File: src/hdl/arp_icmp_udp_frame_responder_assert.svh
// ----------------------------------------------------------------------------
// arp_icmp_udp_frame_responder assertion macros
// concurrent checks clocked on clk_i, empty when SYNTH is defined
// ----------------------------------------------------------------------------
`ifndef ARP_ICMP_UDP_FRAME_RESPONDER_ASSERT_SVH
`define ARP_ICMP_UDP_FRAME_RESPONDER_ASSERT_SVH

`ifndef SYNTH
// checked outside reset
`define AIUFR_ASSERT(lbl, prop) \
  lbl: assert property (@(posedge clk_i) disable iff (!rst_ni) prop) \
    else $error("aiufr assertion failed");
// checked on every edge, reset included
`define AIUFR_ASSERT_ALWAYS(lbl, prop) \
  lbl: assert property (@(posedge clk_i) prop) \
    else $error("aiufr assertion failed");
`else
`define AIUFR_ASSERT(lbl, prop)
`define AIUFR_ASSERT_ALWAYS(lbl, prop)
`endif

`endif

File: src/hdl/aiufr_pkg.sv
// ----------------------------------------------------------------------------
// aiufr_pkg
// shared types and constants of the frame responder
// ----------------------------------------------------------------------------
`default_nettype none

package aiufr_pkg;

  localparam int FRAME_BYTES = 2048;
  localparam int LED_BYTES   = 484;
  localparam int AW          = $clog2(FRAME_BYTES);
  localparam int CW          = AW + 1;
  localparam int HDR_BYTES   = 42;
  localparam int HW          = $clog2(HDR_BYTES);

  localparam logic [15:0] ETH_ARP     = 16'h0806;
  localparam logic [15:0] ETH_IPV4    = 16'h0800;
  localparam logic [15:0] ARP_REQUEST = 16'h0001;
  localparam logic [7:0]  ARP_REPLY   = 8'h02;
  localparam logic [7:0]  PROTO_ICMP  = 8'h01;
  localparam logic [7:0]  PROTO_UDP   = 8'h11;
  localparam logic [7:0]  ICMP_ECHO   = 8'h08;
  localparam logic [15:0] LED_PORT_LO = 16'd50000;
  localparam logic [15:0] LED_PORT_HI = 16'd50003;
  localparam logic [7:0]  LED_MARK    = 8'h80;
  localparam logic [11:0] ARP_MIN_LEN = 12'd42;
  localparam logic [11:0] ICMP_MIN_LEN = 12'd38;

  localparam logic CFG_MY_IP  = 1'b0;
  localparam logic CFG_MY_MAC = 1'b1;

  typedef enum logic [1:0] {
    VERD_DROP = 2'd0,
    VERD_ARP  = 2'd1,
    VERD_ECHO = 2'd2,
    VERD_LED  = 2'd3
  } verdict_e;

  typedef struct packed {
    logic        action;
    logic [7:0]  data;
    logic        last;
    logic [10:0] index;
  } req_t;

  typedef struct packed {
    logic        kind;
    logic [1:0]  verdict;
    logic [1:0]  led_channel;
    logic [11:0] length;
    logic        truncated;
    logic [7:0]  byte_out;
  } res_t;

  typedef struct packed {
    logic          clr_we;
    logic          rcv;
    logic          rd_issue;
    logic          hdr_rd;
    logic          hdr_shift;
    logic          decide;
    logic          wb_we;
    logic          emit_read;
    logic [AW-1:0] step;
  } cmd_t;

  typedef struct packed {
    logic rewrite;
  } stat_t;

endpackage

`default_nettype wire

File: src/hdl/aiufr_ctrl.sv
// ----------------------------------------------------------------------------
// aiufr_ctrl
// sequencer: store clearing, header capture, reply rewrite and result timing
// ----------------------------------------------------------------------------
`default_nettype none

`include "arp_icmp_udp_frame_responder_assert.svh"

module aiufr_ctrl
  import aiufr_pkg::*;
(
  input  wire logic  clk_i,
  input  wire logic  rst_ni,
  input  wire logic  start,
  input  wire logic  action_i,
  input  wire logic  last_i,
  input  wire stat_t stat_i,
  output cmd_t       cmd_o,
  output logic       busy,
  output logic       res_valid_o
);

  typedef enum logic [2:0] {
    ST_CLEAR,
    ST_IDLE,
    ST_HDR,
    ST_DECIDE,
    ST_WB,
    ST_REPORT,
    ST_READ
  } state_e;

  state_e        state_q, state_d;
  logic [AW-1:0] cnt_q, cnt_d;
  logic          take;

  assign take = start && (state_q == ST_IDLE);

  always_comb begin
    cmd_o.clr_we    = (state_q == ST_CLEAR);
    cmd_o.rcv       = take && !action_i;
    cmd_o.rd_issue  = take && action_i;
    cmd_o.hdr_rd    = (state_q == ST_HDR) && (cnt_q < AW'(HDR_BYTES));
    cmd_o.hdr_shift = (state_q == ST_HDR) && (cnt_q != '0);
    cmd_o.decide    = (state_q == ST_DECIDE);
    cmd_o.wb_we     = (state_q == ST_WB);
    cmd_o.emit_read = (state_q == ST_READ);
    cmd_o.step      = cnt_q;
  end

  assign busy        = (state_q != ST_IDLE);
  assign res_valid_o = (state_q == ST_REPORT) || (state_q == ST_READ);

  always_comb begin
    state_d = state_q;
    cnt_d   = cnt_q;
    case (state_q)
      ST_CLEAR: begin
        cnt_d = cnt_q + 1'b1;
        if (cnt_q == AW'(FRAME_BYTES - 1)) begin
          state_d = ST_IDLE;
          cnt_d   = '0;
        end
      end
      ST_IDLE: begin
        if (take && action_i) begin
          state_d = ST_READ;
        end else if (take && last_i) begin
          state_d = ST_HDR;
          cnt_d   = '0;
        end
      end
      ST_HDR: begin
        cnt_d = cnt_q + 1'b1;
        if (cnt_q == AW'(HDR_BYTES)) begin
          state_d = ST_DECIDE;
          cnt_d   = '0;
        end
      end
      ST_DECIDE: begin
        state_d = stat_i.rewrite ? ST_WB : ST_REPORT;
      end
      ST_WB: begin
        cnt_d = cnt_q + 1'b1;
        if (cnt_q == AW'(HDR_BYTES - 1)) begin
          state_d = ST_REPORT;
          cnt_d   = '0;
        end
      end
      ST_REPORT: state_d = ST_IDLE;
      ST_READ:   state_d = ST_IDLE;
      default:   state_d = ST_IDLE;
    endcase
  end

  always_ff @(posedge clk_i or negedge rst_ni) begin
    if (!rst_ni) begin
      state_q <= ST_CLEAR;
      cnt_q   <= '0;
    end else begin
      state_q <= state_d;
      cnt_q   <= cnt_d;
    end
  end

  `AIUFR_ASSERT(a_read_answers, (start && !busy && action_i) |=> res_valid_o)
  `AIUFR_ASSERT(a_last_starts_capture,
      (start && !busy && !action_i && last_i) |=> (cmd_o.hdr_rd && cmd_o.step == '0))
  `AIUFR_ASSERT_ALWAYS(a_rewrite_only_replies, cmd_o.wb_we |-> stat_i.rewrite)

endmodule

`default_nettype wire

File: config.mk
export PLATFORM = sky130hd
export DESIGN_NAME = aiufr_ctrl
export DESIGN_NICKNAME = d
export VERILOG_FILES = /design/src/hdl/aiufr_pkg.sv /design/src/hdl/aiufr_ctrl.sv
export VERILOG_INCLUDE_DIRS = /design/src /design/src/hdl
export SDC_FILE = /design/constraint.sdc
export NUM_CORES = 1
export LEC_CHECK = 0
export BUFFER_PORTS_ARGS = -buffer_cell sky130_fd_sc_hd__clkbuf_2
export CAP_MARGIN = 15
export CORE_MARGIN = 8
export CORE_UTILIZATION = 45
export CTS_BUF_LIST = sky130_fd_sc_hd__clkbuf_8
export CTS_CLUSTER_SIZE = 8
export DETAILED_ROUTE_END_ITERATION = 8
export PLACE_DENSITY = 0.68
export SYNTH_ARGS = -nofsm -noshare
export SYNTH_HDL_FRONTEND = slang
export SYNTH_SLANG_ARGS = --single-unit
File: constraint.sdc
create_clock -name clk_i -period 1.7 [get_ports clk_i]
set_input_delay 0.17 -clock clk_i [delete_from_list [all_inputs] [get_ports clk_i]]
set_output_delay 0.17 -clock clk_i [all_outputs]
set_load 0.01 [all_outputs]
==> flow_metrics.tcl <==
set metrics [dict create \
    clock_latency_ns 0.26 \
    drt_wl_total_mm 4.13 \
    syn_nets 133 \
    die_area_um2 4110 \
    crit_type "reg2out" \
    grt_usage_pct 18.5 \
    antenna_found_initial 0 \
    place.gp.congestion 0.911 \
    cp-start-kind "flip-flop" \
    grt_max_degree 15 \
    cts_tree "built" \
    antennaDiodeCount 0 \
    drcViolationCount 0 \
    ys_seq_area_share_pct 33.7 \
    p_leak_nw 0.761 \
    routedWlPerCell_um 19.8 \
    fmax_ghz 0.541 \
    fin_ws_ns -0.147 \
    avgSynthCellArea_um2 8.46 \
    end_kind "output pin" \
    cts_buffers 3 \
    synth_flop_cell "dfrtp_1" \
    layout.cells.non_filler 208 \
    stdcell_area_um2 1710 \
    hold_start "stat_i" \
    setup_viol 10 \
    overflow 0 \
    io_buffers 26 \
    nets 191 \
    core-area_um2 2190 \
    crit_fanout 3 \
    synth_warnings 0 \
    die_h_um 64.1 \
    hold_class "in2reg" \
    worstPathRequired_ns 1.53 \
    drive_gt1_share_pct 55.6 \
    dp_hpwl_mm 2.30 \
    die_width_um 64.1 \
    status "finished with violations" \
    reg2reg_to "cnt_q[3]" \
    ant_nets 0 \
    finalMaxSlewViolations 0 \
    place_inst 189 \
    clock_skew_ns 0.000913 \
    clock-sinks 14 \
    htreeDepth 1 \
    maxCapViolCount 0 \
    floorplan.initialDensity_pct 47.5 \
    synth_area_leaders "dfrtp_1 34%, ha_1 4.8%, nand2_1 4.7%, inv_1 4.3%, o21ai_1 3.8%" \
    ys_types 41 \
    finalHoldViolCount 0 \
    io_pins 27 \
    violations "negative setup slack" \
    drt_first_pass_iters 4 \
    synth_edf_count 0 \
    dr.first_iter.drc_count 72 \
    rows 17 \
    async_reset_ff_share_pct 100 \
    reg2reg_depth 6 \
    worst_pin_slew_ns 0.457 \
    grt_pass1_vias 1203 \
    crit_arrival_ns 1.68 \
    areaGrowthSynthToFinish_pct 64.5 \
    hold_path_depth 3 \
    synth_top_area_cell "dfrtp_1" \
    fin_crit_sh_pct 109 \
    rrSetupSlack_ns -0.09 \
    syn_inst 123 \
    ys_seq_elements 14 \
    syn_area_um2 1040 \
    grt_pass1_wl_mm 6.05 \
    placed_area_um2 1300 \
    routed_via_density 6.24 \
    power.density_nw_per_um2 1850 \
    synth.top_cell.area_share_pct 33.7 \
    via_count 1298 \
    reg2reg_from "cnt_q[9]" \
    final_common_cell "clkbuf_2" \
    clock_path_buffers 2 \
    utilization_pct 78.2 \
    rsz0062_at_grt "true" \
    min_delay_worst_endpoint "state_q[0]" \
    cts_root_buf "clkbuf_8" \
    vdd_drop_max_mv 1.33 \
    relSlewSlack_pct 69.3 \
    fin_crit_ns 1.85 \
    layout_common_cells "24 x clkbuf_2, 22 x buf_4, 11 x nand2_1" \
    clk_pin_slew_ns 0.06 \
]
## synth_stat cells, types with 2 or more instances
| cell type | number |
|---|---|
| o22ai_1 | 3 |
| or4_1 | 4 |
| and2_1 | 3 |
| ha_1 | 4 |
| mux2i_1 | 2 |
| buf_4 | 2 |
| a21oi_1 | 5 |
| nor3b_1 | 2 |
| nor2_1 | 9 |
| nand2_1 | 13 |
| or3_1 | 3 |
| inv_1 | 12 |
| nor3_1 | 2 |
| dfrtp_1 | 14 |
| nand3_1 | 5 |
| o21ai_0 | 3 |
| buf_2 | 2 |
| o21ai_1 | 8 |
| a31oi_1 | 3 |
| nand4_1 | 3 |
## how the worst max path moves through the flow
stage / startpoint / to / slack, ns
floorplan: cnt_q[2] / cnt_q[4] / 0.01
global placement: cnt_q[1] / cnt_q[5] / 0.009
detailed placement: cnt_q[0] / cnt_q[9] / -0.07
CTS: cnt_q[7] / cmd_o[15] / -0.13
global route: cnt_q[7] / cmd_o[15] / -0.19
finish: cnt_q[9] / cmd_o[14] / -0.15
## kinds of logic after synthesis
group	Yosys count	synth area share, %
multiplexers	2	1.92
XOR/XNOR	1	0.841
AND/OR/NAND/NOR	56	32.6
adder cells (fa/ha/maj)	4	4.81
AO/OA/AOI/OAI	30	19.5
buffers and inverters	16	6.73
flip-flops	14	33.7
## state kept, by name (all words and copies together) (netlist names)
name and count:
cnt_q 11, state_q 3
## critical path: stages (launching register included)
cell,delay [ns]
dfrtp_1,0.38
or4_4,0.55
nor2_4,0.17
a41oi_2,0.15
buf_2,0.18
## layer usage
metal  wire [um]  part of all wire (%)  global-route usage, %  vias to the layer above
met3         484                    12                   5.75                       28
met1        1430                    35                   20.7                      606
met5           0                     0                      0                        -
met2        1960                    47                   30.4                      106
li1            -                     -                      -                      558
met4         259                   6.3                   11.2                        0
## power breakdown
group / internal, mW / leakage [nW] / switching (mW)
sequential: 0.452 / 0.176 / 0.175
clock: 0.206 / 0.0288 / 0.138
combinational: 1.01 / 0.556 / 1.19
total: 1.67 / 0.761 / 1.51
## area by class of cell
type / count / area, um2
Multi-Input combinational cell: 94 / 828
Fill cell: 130 / 478
Timing Repair Buffer: 56 / 393
Sequential cell: 14 / 357
Clock buffer: 4 / 55.1
Inverter: 12 / 45.0
Tap cell: 28 / 35.0
## what timing repair did
action | 4_1_cts | 5_1_grt
gates resized for setup | 27 | 20
cloned | 1 | 0
endpoints found under the setup margin | 13 | 17
setup buffers | 9 | 5
pin swaps | 17 | 14
hold buffers | 1 | 0
endpoints found under the hold margin | 14 | 0
## stage by stage
step | total power [mW] | hold slack [ns] | worst slack (ns) | setup TNS, ns
finish | 3.18 | 0.290 | -0.147 | -0.658
global route | 3.31 | 0.306 | -0.192 | -1.13
CTS | 2.69 | 0.274 | -0.132 | -0.463
floorplan | 1.46 | -0.126 | 0.0149 | 0
detailed placement | 1.97 | 0.103 | -0.0678 | -0.164
global placement | 1.94 | 0.101 | 0.00884 | 0
No activity file was read; power rests on OpenSTA's default activity.
